==> config.mk <==
export PLATFORM = sky130hd
export DESIGN_NAME = voltage_current_alarm_qualifier
export DESIGN_NICKNAME = d
export VERILOG_FILES = /design/src/rtl/vcaq_pkg.sv /design/src/rtl/vcaq_chan_eval.sv /design/src/rtl/voltage_current_alarm_qualifier.sv
export VERILOG_INCLUDE_DIRS = /design/src /design/src/rtl
export SDC_FILE = /design/constraint.sdc
export NUM_CORES = 2
export LEC_CHECK = 0
export BUFFER_PORTS_ARGS = -buffer_cell sky130_fd_sc_hd__buf_2
export CORE_ASPECT_RATIO = 0.6
export CORE_MARGIN = 2
export CORE_UTILIZATION = 65
export DETAILED_ROUTE_END_ITERATION = 7
export HOLD_SLACK_MARGIN = 0.12
export PLACE_DENSITY = 0.93
export SYNTH_ARGS = -nofsm -noshare
export SYNTH_HDL_FRONTEND = slang
export SYNTH_SLANG_ARGS = --single-unit
==> constraint.sdc <==
create_clock -name i_clk -period 7.85 [get_ports i_clk]
set_clock_uncertainty 0.1 [all_clocks]
set_input_delay 0.785 -clock i_clk [delete_from_list [all_inputs] [get_ports i_clk]]
set_output_delay 0.785 -clock i_clk [all_outputs]
set_load 0.05 [all_outputs]
==> src/rtl/voltage_current_alarm_qualifier_macros.svh <==
// assertion macros for the alarm qualifier
`ifndef VOLTAGE_CURRENT_ALARM_QUALIFIER_MACROS_SVH
`define VOLTAGE_CURRENT_ALARM_QUALIFIER_MACROS_SVH

`ifndef ASSERT_OFF
// checked only while out of reset
`define VCAQ_ASSERT(lbl, clk, rst_n, prop) \
    lbl: assert property (@(posedge clk) disable iff (!rst_n) prop) \
        else $error("vcaq assertion failed");
// checked at every edge, reset included
`define VCAQ_ASSERT_ALWAYS(lbl, clk, prop) \
    lbl: assert property (@(posedge clk) prop) \
        else $error("vcaq assertion failed");
`else
`define VCAQ_ASSERT(lbl, clk, rst_n, prop)
`define VCAQ_ASSERT_ALWAYS(lbl, clk, prop)
`endif

`endif

==> src/rtl/vcaq_pkg.sv <==
package vcaq_pkg;

    // register indexes
    localparam logic [2:0] REG_OVER_V   = 3'd0;
    localparam logic [2:0] REG_UNDER_V  = 3'd1;
    localparam logic [2:0] REG_OVER_C   = 3'd2;
    localparam logic [2:0] REG_V_HOLD   = 3'd3;
    localparam logic [2:0] REG_C_HOLD   = 3'd4;
    localparam logic [2:0] REG_GATE_EN  = 3'd5;

    // channel kinds
    localparam logic [2:0] KIND_UNUSED  = 3'd0;
    localparam logic [2:0] KIND_VOLT    = 3'd1;
    localparam logic [2:0] KIND_WIDE    = 3'd2;
    localparam logic [2:0] KIND_DC      = 3'd3;
    localparam logic [2:0] KIND_CURRENT = 3'd4;

    // alarm codes
    localparam logic [1:0] ALARM_NORMAL = 2'd0;
    localparam logic [1:0] ALARM_OVER   = 2'd1;
    localparam logic [1:0] ALARM_UNDER  = 2'd2;
    localparam logic [1:0] ALARM_LOSS   = 2'd3;

    localparam logic [5:0] GATE_ALL      = 6'h3F;
    localparam logic [2:0] GATE_FIRST_CH = 3'd3;
    localparam logic [3:0] COUNT_MAX     = 4'd15;

    // wide-range scaling by 380/220, reduced to 19/11, divide by reciprocal
    localparam longint unsigned WIDE_NUM   = 380;
    localparam longint unsigned WIDE_DEN   = 220;
    localparam longint unsigned WIDE_GCD   = 20;
    localparam logic [15:0]     WIDE_LIMIT = 16'd300;
    localparam int              WIDE_SHIFT = 25;
    localparam longint unsigned WIDE_RECIP =
        ((64'd1 << WIDE_SHIFT) + (WIDE_DEN / WIDE_GCD) - 1) / (WIDE_DEN / WIDE_GCD);
    localparam logic [25:0]     WIDE_MUL   = 26'((WIDE_NUM / WIDE_GCD) * WIDE_RECIP);

    typedef struct packed {
        logic        scan_start;
        logic [2:0]  channel;
        logic [2:0]  channel_kind;
        logic [15:0] sample;
        logic [5:0]  gate_status;
    } t_in;

    typedef struct packed {
        logic [2:0] channel_out;
        logic [1:0] alarm_state;
        logic [3:0] active_count;
    } t_out;

    typedef struct packed {
        logic [15:0] prev;
        logic [7:0]  over_cd;
        logic [7:0]  under_cd;
        logic [1:0]  alarm;
    } t_chan_state;

    typedef struct packed {
        logic [15:0] over_v;
        logic [15:0] under_v;
        logic [15:0] over_c;
        logic [7:0]  v_hold;
        logic [7:0]  c_hold;
        logic        wide_en;
        logic [16:0] wide_over;
        logic [16:0] wide_under;
    } t_limits;

endpackage

==> src/rtl/vcaq_chan_eval.sv <==
module vcaq_chan_eval
    import vcaq_pkg::*;
(
    input  logic [2:0]  i_kind,
    input  logic [15:0] i_sample,
    input  logic        i_suppress,
    input  t_chan_state i_state,
    input  t_limits     i_lim,
    output t_chan_state o_state
);

    logic [16:0] w_gy;
    logic [16:0] w_qy;
    logic [16:0] w_qx;
    logic [16:0] w_now;
    logic [16:0] w_was;
    logic [15:0] w_half_c;

    always_comb begin
        if (i_kind == KIND_WIDE && i_lim.wide_en) begin
            w_gy = i_lim.wide_over;
            w_qy = i_lim.wide_under;
        end else begin
            w_gy = {1'b0, i_lim.over_v};
            w_qy = {1'b0, i_lim.under_v};
        end
        w_qx     = w_qy >> 1;
        w_now    = {1'b0, i_sample};
        w_was    = {1'b0, i_state.prev};
        w_half_c = i_lim.over_c >> 1;
    end

    always_comb begin
        o_state = i_state;
        if (i_suppress) begin
            o_state.over_cd  = i_lim.v_hold;
            o_state.under_cd = i_lim.v_hold;
        end else begin
            o_state.prev = i_sample;
            case (i_kind) inside
                KIND_VOLT, KIND_WIDE, KIND_DC: begin
                    if (w_now <= w_qx && w_was <= w_qx) begin
                        o_state.alarm    = ALARM_LOSS;
                        o_state.over_cd  = i_lim.v_hold;
                        o_state.under_cd = i_lim.v_hold;
                    end else if (w_now > w_gy && w_was > w_gy) begin
                        if (i_state.over_cd == 8'd0) begin
                            o_state.alarm = ALARM_OVER;
                        end else begin
                            o_state.over_cd = i_state.over_cd - 8'd1;
                        end
                        o_state.under_cd = i_lim.v_hold;
                    end else if (w_now < w_qy && w_was < w_qy) begin
                        if (i_state.under_cd == 8'd0) begin
                            o_state.alarm = ALARM_UNDER;
                        end else begin
                            o_state.under_cd = i_state.under_cd - 8'd1;
                        end
                        o_state.over_cd = i_lim.v_hold;
                    end else begin
                        o_state.alarm    = ALARM_NORMAL;
                        o_state.over_cd  = i_lim.v_hold;
                        o_state.under_cd = i_lim.v_hold;
                    end
                end
                KIND_CURRENT: begin
                    if (i_sample > i_lim.over_c && i_state.prev > i_lim.over_c) begin
                        if (i_state.over_cd == 8'd0) begin
                            o_state.alarm = ALARM_OVER;
                        end else begin
                            o_state.over_cd = i_state.over_cd - 8'd1;
                        end
                        o_state.under_cd = i_lim.c_hold;
                    end else if (i_sample < w_half_c && i_state.prev < w_half_c) begin
                        o_state.alarm    = ALARM_NORMAL;
                        o_state.over_cd  = i_lim.c_hold;
                        o_state.under_cd = i_lim.c_hold;
                    end
                    // otherwise, e.g. between half the limit and the limit, alarm and countdowns are kept
                end
                default: begin
                    // unused kind: alarm and countdowns kept
                end
            endcase
        end
    end

endmodule

==> src/rtl/voltage_current_alarm_qualifier.sv <==
// channel  | direction | handshake              | beat
// ---------+-----------+------------------------+-------------------------------
// in       | input     | i_in_valid/o_in_ready  | t_in: scan flag, channel, sample
// out      | output    | o_out_valid/i_out_ready| t_out: channel, alarm, count
// cfg      | input     | i_cfg_valid/o_cfg_ready| register index and write data
//
// one beat per cycle sustained while the output is not stalled; an accepted
// beat is captured in the input register, is evaluated against its channel's
// state and lands in the output register, where its result is presented.
// the per-channel read-modify-write is done in the same cycle as the evaluation.
// reset clears all channel state, the scan count and the config registers at once.
// a stalled output holds the input register; one further beat can wait there.
`include "voltage_current_alarm_qualifier_macros.svh"

module voltage_current_alarm_qualifier
    import vcaq_pkg::*;
#(
    parameter int CHANNELS = 8
) (
    input  logic        i_clk,
    input  logic        i_rst_n,
    input  logic        i_in_valid,
    output logic        o_in_ready,
    input  t_in         i_in_data,
    output logic        o_out_valid,
    input  logic        i_out_ready,
    output t_out        o_out_data,
    input  logic        i_cfg_valid,
    output logic        o_cfg_ready,
    input  logic [2:0]  i_cfg_index,
    input  logic [15:0] i_cfg_data
);

    // the channel field is three bits wide, so at most eight channels hold state
    localparam int SLOTS = (CHANNELS < 8) ? CHANNELS : 8;
    localparam int IDX_W = (SLOTS > 1) ? $clog2(SLOTS) : 1;

    logic [15:0] r_over_v;
    logic [15:0] r_under_v;
    logic [15:0] r_over_c;
    logic [7:0]  r_v_hold;
    logic [7:0]  r_c_hold;
    logic        r_gate_en;
    logic        r_wide_en;
    logic [16:0] r_wide_over;
    logic [16:0] r_wide_under;

    logic        r_in_valid;
    t_in         r_in;
    logic        r_out_valid;
    t_out        r_out;
    logic [3:0]  r_total;
    t_chan_state r_state [SLOTS];

    logic        w_advance;
    logic        w_in_range;
    logic [IDX_W-1:0] w_idx;
    logic        w_suppress;
    t_chan_state w_cur;
    t_chan_state w_next;
    t_limits     w_lim;
    logic [3:0]  w_base;
    logic [3:0]  n_total;
    t_out        n_out;
    logic [41:0] w_over_prod;
    logic [41:0] w_under_prod;

    assign o_cfg_ready = 1'b1;

    always_ff @(posedge i_clk) begin
        if (!i_rst_n) begin
            r_over_v  <= '0;
            r_under_v <= '0;
            r_over_c  <= '0;
            r_v_hold  <= '0;
            r_c_hold  <= '0;
            r_gate_en <= 1'b0;
        end else if (i_cfg_valid) begin
            unique case (i_cfg_index)
                REG_OVER_V:  r_over_v  <= i_cfg_data;
                REG_UNDER_V: r_under_v <= i_cfg_data;
                REG_OVER_C:  r_over_c  <= i_cfg_data;
                REG_V_HOLD:  r_v_hold  <= i_cfg_data[7:0];
                REG_C_HOLD:  r_c_hold  <= i_cfg_data[7:0];
                REG_GATE_EN: r_gate_en <= i_cfg_data[0];
                default: ;
            endcase
        end
    end

    // scaled limits follow the registers in the next cycle, which idle time covers
    assign w_over_prod  = {26'd0, r_over_v} * {16'd0, WIDE_MUL};
    assign w_under_prod = {26'd0, r_under_v} * {16'd0, WIDE_MUL};

    always_ff @(posedge i_clk) begin
        r_wide_en    <= r_over_v < WIDE_LIMIT;
        r_wide_over  <= w_over_prod[WIDE_SHIFT+16:WIDE_SHIFT];
        r_wide_under <= w_under_prod[WIDE_SHIFT+16:WIDE_SHIFT];
    end

    always_comb begin
        w_lim.over_v     = r_over_v;
        w_lim.under_v    = r_under_v;
        w_lim.over_c     = r_over_c;
        w_lim.v_hold     = r_v_hold;
        w_lim.c_hold     = r_c_hold;
        w_lim.wide_en    = r_wide_en;
        w_lim.wide_over  = r_wide_over;
        w_lim.wide_under = r_wide_under;
    end

    assign w_advance  = r_in_valid && (!r_out_valid || i_out_ready);
    assign o_in_ready = !r_in_valid || w_advance;

    assign w_in_range = 32'(r_in.channel) < SLOTS;
    assign w_idx      = r_in.channel[IDX_W-1:0];
    assign w_cur      = r_state[w_idx];
    assign w_suppress = r_gate_en && (r_in.gate_status != GATE_ALL) &&
                        (r_in.channel >= GATE_FIRST_CH) &&
                        (r_in.channel_kind == KIND_VOLT || r_in.channel_kind == KIND_WIDE);

    vcaq_chan_eval u_eval (
        .i_kind     (r_in.channel_kind),
        .i_sample   (r_in.sample),
        .i_suppress (w_suppress),
        .i_state    (w_cur),
        .i_lim      (w_lim),
        .o_state    (w_next)
    );

    always_comb begin
        w_base  = r_in.scan_start ? 4'd0 : r_total;
        n_total = w_base;
        if (w_in_range && !w_suppress && w_next.alarm != ALARM_NORMAL &&
            w_base != COUNT_MAX) begin
            n_total = w_base + 4'd1;
        end
        n_out.channel_out  = r_in.channel;
        n_out.alarm_state  = w_in_range ? w_next.alarm : ALARM_NORMAL;
        n_out.active_count = n_total;
    end

    always_ff @(posedge i_clk) begin
        if (!i_rst_n) begin
            r_in_valid  <= 1'b0;
            r_out_valid <= 1'b0;
            r_total     <= '0;
            for (int i = 0; i < SLOTS; i++) begin
                r_state[i] <= '0;
            end
        end else begin
            if (o_in_ready) begin
                r_in_valid <= i_in_valid;
            end
            if (w_advance) begin
                r_out_valid <= 1'b1;
                r_total     <= n_total;
                if (w_in_range) begin
                    r_state[w_idx] <= w_next;
                end
            end else if (i_out_ready) begin
                r_out_valid <= 1'b0;
            end
        end
    end

    always_ff @(posedge i_clk) begin
        if (o_in_ready && i_in_valid) begin
            r_in <= i_in_data;
        end
        if (w_advance) begin
            r_out <= n_out;
        end
    end

    assign o_out_valid = r_out_valid;
    assign o_out_data  = r_out;

    `VCAQ_ASSERT(a_in_hold, i_clk, i_rst_n, r_in_valid && !w_advance |=> r_in_valid && $stable(r_in))
    `VCAQ_ASSERT(a_adv_out, i_clk, i_rst_n, w_advance |=> o_out_valid)
    `VCAQ_ASSERT(a_cnt_match, i_clk, i_rst_n, o_out_valid |-> o_out_data.active_count == r_total)
    `VCAQ_ASSERT(a_range_norm, i_clk, i_rst_n, o_out_valid && (32'(o_out_data.channel_out) >= SLOTS) |-> o_out_data.alarm_state == ALARM_NORMAL)

endmodule
After elaboration in Yosys (flattened, before gate mapping)
Memory sizes are Yosys's and may differ from the RTL's. A register that Yosys moved wholly into a read port is not among the register bits.
Cells that the tools add are included.

word-level totals
  latch bits = 0
  register bits after elaboration = 144
  bits in read-only memories = 0
  bits of input ports = 53
  memory bits (writable) = 272
  memories kept = 1

memory list
  name     depth  width  read ports  clocked after Yosys merged registers in  wr ports  RTL line                               source
  r_state  8      34     1           1                                        8         voltage_current_alarm_qualifier.sv:53  t_chan_state r_state [SLOTS];

operators by class
  magnitude comparators = 12
  equality and inequality tests = 11
  add/sub/neg operators = 3
  multipliers = 2
  div/mod/pow operators = 0
  reductions and logical operators = 32
  bitwise operators = 0
  shift operators = 0
  multiplexer cells = 28

operator list
  cell                                                 number
  two-way mux 18 bit                                   6
  multiplier 16 x 26 -> 42 bit, second input constant  2
  greater-than comparator 16 x 17 -> 1 bit             2
  < comparator 16 x 17 -> 1 bit                        2
  two-way mux 17 bit                                   2
  two-way mux 34 bit                                   1
  OR reduction 34 bit                                  1
  greater-than comparator 16 bit                       2
  <= comparator 16 bit                                 2
  < comparator 16 x 15 -> 1 bit                        2
  two-way mux 16 bit                                   2
  logical NOT 8 bit                                    2
  < comparator 16 x 9 -> 1 bit, second input constant  1
  two-way mux 8 bit                                    2
  subtractor 8 x 1 -> 8 bit, second input constant     2
  logical AND 1 bit                                    13
  == test 3 x 2 -> 1 bit, second input constant        4
  AND reduction 2 bit                                  6
  two-way mux 10 bit                                   1
  == test 3 bit, second input constant                 3
  two-way mux 4 bit                                    2
  two-way mux 1 bit                                    7
  == test 3 x 1 -> 1 bit, second input constant        2
  two-way mux 2 bit                                    3
  10 further kinds                                     16

Logic depth before layout (Yosys ltp)
  depth in word-level cells = 14
  gate-level depth with buffers = 23
  gate-level depth less buffers = 23

Cells and area by module
From an unflattened synthesis, not the netlist that was laid out.

second synthesis, totals
  cells, all modules = 3185
  area total of the unflattened synthesis = 35296.4 sq um

by module, submodules not included
  module                           cells each  instances  area each (sq um)
  voltage_current_alarm_qualifier  2489        1          29948.7
  vcaq_chan_eval                   696         1          5347.6

Worst setup path before layout
No wires, ideal clock.

  kind = register -> register
  from = reg r_over_v[5]
  to = reg r_wide_over[16]
  cell stages (with the launch flop) = 24
  required time = 7.629 ns
  clock period less this slack = 5.803 ns
  path buffers = 0
  setup slack = 2.047 ns
  arrival = 5.582 ns
  path through = dfxtp_1 > inv_1 > ha_1 > inv_1 > fa_1 > inv_1 > fa_1 > fa_1 > inv_1 > fa_1 > inv_1 > fa_1 > inv_1 > ha_1 > a2111oi_0 > o21ai_0 > nand3_1 > o211ai_1 > o311ai_0 > nand3_1 > o211ai_1 > o21ba_2 > o21bai_1 > xnor2_1

between the ends
  cells in the longest elaborated chain, start to end = 1

RTL lines
  element                       RTL line                               source
  start, declared               voltage_current_alarm_qualifier.sv:38  logic [15:0] r_over_v;
  start signal, assigned        voltage_current_alarm_qualifier.sv:80  REG_OVER_V: r_over_v <= i_cfg_data;
  multiplier 16 x 26 -> 42 bit  voltage_current_alarm_qualifier.sv:92  assign w_over_prod = {26'd0, r_over_v} * {16'd0, WIDE_MUL};
  via w_over_prod[41]           voltage_current_alarm_qualifier.sv:65  logic [41:0] w_over_prod;
  end signal, assigned          voltage_current_alarm_qualifier.sv:97  r_wide_over <= w_over_prod[WIDE_SHIFT+16:WIDE_SHIFT];
  end, declared                 voltage_current_alarm_qualifier.sv:45  logic [16:0] r_wide_over;

The timed path passes the listed nets, and every way through them passes these cells.
A chain may end at the register's enable or synchronous reset.

Worst setup path in the final report
  from = reg r_under_v[14]
  to = reg r_wide_under[16]

between the ends
  cells in the longest elaborated chain, start to end = 1

RTL lines
  element                       RTL line                               source
  start, declared               voltage_current_alarm_qualifier.sv:39  logic [15:0] r_under_v;
  start signal, assigned        voltage_current_alarm_qualifier.sv:81  REG_UNDER_V: r_under_v <= i_cfg_data;
  multiplier 16 x 26 -> 42 bit  voltage_current_alarm_qualifier.sv:93  assign w_under_prod = {26'd0, r_under_v} * {16'd0, WIDE_MUL};
  via w_under_prod[41]          voltage_current_alarm_qualifier.sv:66  logic [41:0] w_under_prod;
  end signal, assigned          voltage_current_alarm_qualifier.sv:98  r_wide_under <= w_under_prod[WIDE_SHIFT+16:WIDE_SHIFT];
  end, declared                 voltage_current_alarm_qualifier.sv:46  logic [16:0] r_wide_under;

The timed path passes the listed nets, and every way through them passes these cells.

==> results by group <==
Floorplan
  • Num rows: 64
  • Core region area: 50900 um2
  • DIE HEIGHT: 180 um
  • Boundary Pins: 65
  • Initial Utilization: 0.657
  • Die X-Extent: 297 um
  • Die area: 53400 um2

Pwr
  • Leak Pwr: 0.0167 uW
  • Tot Pwr: 5880 uW
  • Power per cell area: 164 nW/um2
  • Peak supply drop: 0.199 mV

Place
  • Placed inst area: 34500 um2
  • PortBufs: 63
  • GP Congestion: 1.06
  • Final HPWL DP: 68500 um

Global routing
  • GRT Overall Usage: 0.349
  • Global route overflow: 0
  • Largest net degree at the start of global routing: 68
  • Vias in the first global route: 24796
  • Initial antenna violation count: 3
  • First-pass GRT wire length: 142000 um

Logic synthesis
  • Yosys warns: 0
  • Synth cell types: 76
  • Syn avg cell area: 10.9 um2
  • EDFF count, synth: 310
  • Cells after synthesis: 3058
  • Syn_nets: 3855
  • Cell with the most instances after synthesis: inv_1
  • Asr flop ratio synth: 0
  • Main synth FF type: edfxtp_1
  • Largest area contributor in the netlist: edfxtp_1
  • Mapped cell area: 33500 um2
  • Synth top area cells: edfxtp_1 (28%), ha_1 (18%), fa_1 (16%), dfxtp_1 (6.5%), inv_1 (5.4%)
  • Synth cell count leaders: inv_1 (481), ha_1 (480), nor2_1 (376), edfxtp_1 (310), fa_1 (264)
  • Register bit total from synthesis: 419
  • Area fraction of the dominant cell type after synthesis: 0.278
  • Register area share after synthesis: 0.343

Worst setup path
  • Worst path slowest cell: dfxtp_1
  • Critical Path Max Stage Delay: 0.73 ns
  • CP Capture Type: register
  • CP Cell Sequence: inv_1, ha_1, xnor2_1, ha_1, nor2_1, fa_1, inv_1, fa_1, fa_1, fa_1, ha_1, a21oi_1, o21a_1, o211ai_1, a211oi_1, nor3_1, o221a_2, a211oi_1, o31ai_1, a21oi_1, xnor2_1
  • R2R cell count: 21
  • WP data required: 8.27 ns
  • CP Class: reg -> reg
  • CP most frequent cell: fa_1
  • Worst Path Max Fanout: 9
  • Critical Path AT: 7.10 ns
  • CP startpoint kind: register

Clock tree
  • CTS hold repair buffers: 0
  • PostCTS Resize Cnt: 0
  • CTS tree: built
  • Clock sinks: 419
  • Clock Pin Slew Worst Setup and Hold Paths: 0.07 ns
  • H-tree depth: 2
  • Max Root-Sink Buffers: 3
  • Clk_lat worst skew: 0.59 ns
  • Root Driver: clkbuf_16
  • Setup bufs post-CTS: 0
  • CTS buffer count: 39

Timing
  • Period utilization: 0.851
  • Slew headroom: 0.156
  • Clock period minus final worst setup slack: 6.68 ns
  • Final Hold Viols: 0
  • Fmax achieved: 150 MHz
  • Final setup fails: 0
  • Setup TNS: 0 ns
  • Final-report max-slew violation count: 0
  • RSZ-0062 raised after global routing: false
  • Worst Tran Pin Value: 1.26 ns

Routing
  • Number of remaining DRC errors: 0
  • WL/cell: 24.2 um
  • Antenna Nets Post-Route: 0
  • Total Wirelength: 92800 um
  • Via count: 24247
  • Via density per instance: 6.33
  • Detailed Routing Iterations Pass 1: 8
  • Initial DRC count: 3527

Outcome
  • Status: completed

Final layout
  • Share of cells above drive strength 1: 0.0836
  • Fin nets: 3900
  • Area grow syn2layout: 7.19%
  • Fin area: 35900 um2

Worst hold path
  • Hold depth: 1
  • Hold Path Class: in -> reg

Flow run
  • Max-Cap Viols: 0
[final timing paths]
path | from | end | slack, ns
worst max-delay path | r_under_v[14] | r_wide_under[16] | 1.17
worst min-delay path | i_in_data[15] | r_in[15] | 0.28
worst max register to register | r_under_v[14] | r_wide_under[16] | 1.17
worst min register to register | r_over_c[3] | r_over_c[3] | 0.35
[worst max-delay path: cells and delay by family, from the launching register on]
family                   cells  cell delay, ns
AND/OR/NAND/NOR              2            0.23
XOR/XNOR                     2            0.45
AO/OA/AOI/OAI                8            1.96
buffers and inverters        2            0.21
flip-flops                   1            0.73
adder cells (fa/ha/maj)      7            2.96
[power breakdown]
| group | total (uW) | switching, uW | leakage [uW] | internal [uW] |
|---|---|---|---|---|
| Combinational | 1240 | 768 | 0.0120 | 474 |
| Sequential | 2580 | 104 | 0.00408 | 2480 |
| Clock | 2050 | 894 | 0.000653 | 1160 |
| Total | 5880 | 1770 | 0.0167 | 4110 |
[kinds of logic after synthesis]
logic type      after synthesis  share of synthesized area
compound gates              389                     0.0737
xor+xnor                     48                     0.0126
fa+ha+maj                   744                      0.337
buf+inv                     562                     0.0641
flops                       419                      0.343
mux                         159                     0.0744
other cells                   1                   0.000112
simple gates                736                     0.0946
[state kept, by name, summed over array words and instances (netlist names), 3 cells and up, named ones only]
signal        count
r_state         272
r_over_c         16
r_total           4
r_wide_under     17
o_out_data        9
r_under_v        16
r_c_hold          8
r_v_hold          8
w_idx             3
r_wide_over      17
r_over_v         16
r_in             26
[layout by cell type, fill, tap and decap left out, types with 10 or more instances in the layout]
| cell | instances |
|---|---|
| xnor2_1 | 34 |
| clkbuf_16 | 42 |
| buf_2 | 63 |
| nor2b_1 | 16 |
| buf_4 | 21 |
| fa_1 | 264 |
| inv_1 | 482 |
| dfxtp_1 | 106 |
| and2_1 | 10 |
| o21ai_0 | 58 |
| nand4_1 | 23 |
| mux2i_1 | 64 |
| xor2_1 | 14 |
| nor2_1 | 376 |
| edfxtp_1 | 310 |
| nor3_1 | 23 |
| a211oi_1 | 18 |
| nand2b_1 | 13 |
| a21o_1 | 27 |
| o211ai_1 | 12 |
| a21oi_1 | 163 |
| mux2_2 | 27 |
| nand2_1 | 186 |
| o21a_1 | 13 |
| mux4_2 | 61 |
| nand3_1 | 28 |
| ha_1 | 480 |
[area by class of cell]
class                   count  area, um2
diodes                      2       5.00
clock buffers              52       1090
clock inverters            20        255
fillers                  3495      15000
inverters                 482       1810
multi-input cells        2077      19900
flip-flops and latches    419      11500
well taps                 693        867
repair buffers             84        473
[through the flow]
| step | setup WS, ns | hold WS (ns) | utilization | cells |
|---|---|---|---|---|
| floorplan | 2.05 | 0.324 | - | 3058 |
| detailed placement | 1.34 | 0.349 | 0.678 | 3755 |
| CTS | 1.30 | 0.272 | 0.704 | 3827 |
| finish | 1.17 | 0.281 | 0.705 | 3829 |
| global placement | 1.46 | 0.343 | 0.678 | 3755 |
| global route | 0.898 | 0.275 | 0.705 | 3829 |
[layer usage]
metal	share of wire	vias up	global-route usage
li1	-	10573	-
met1	0.40	11617	0.502
met2	0.41	1806	0.490
met3	0.17	251	0.141
met4	0.031	0	0.0996
met5	0	-	0
(Power assumes the default switching activity.)
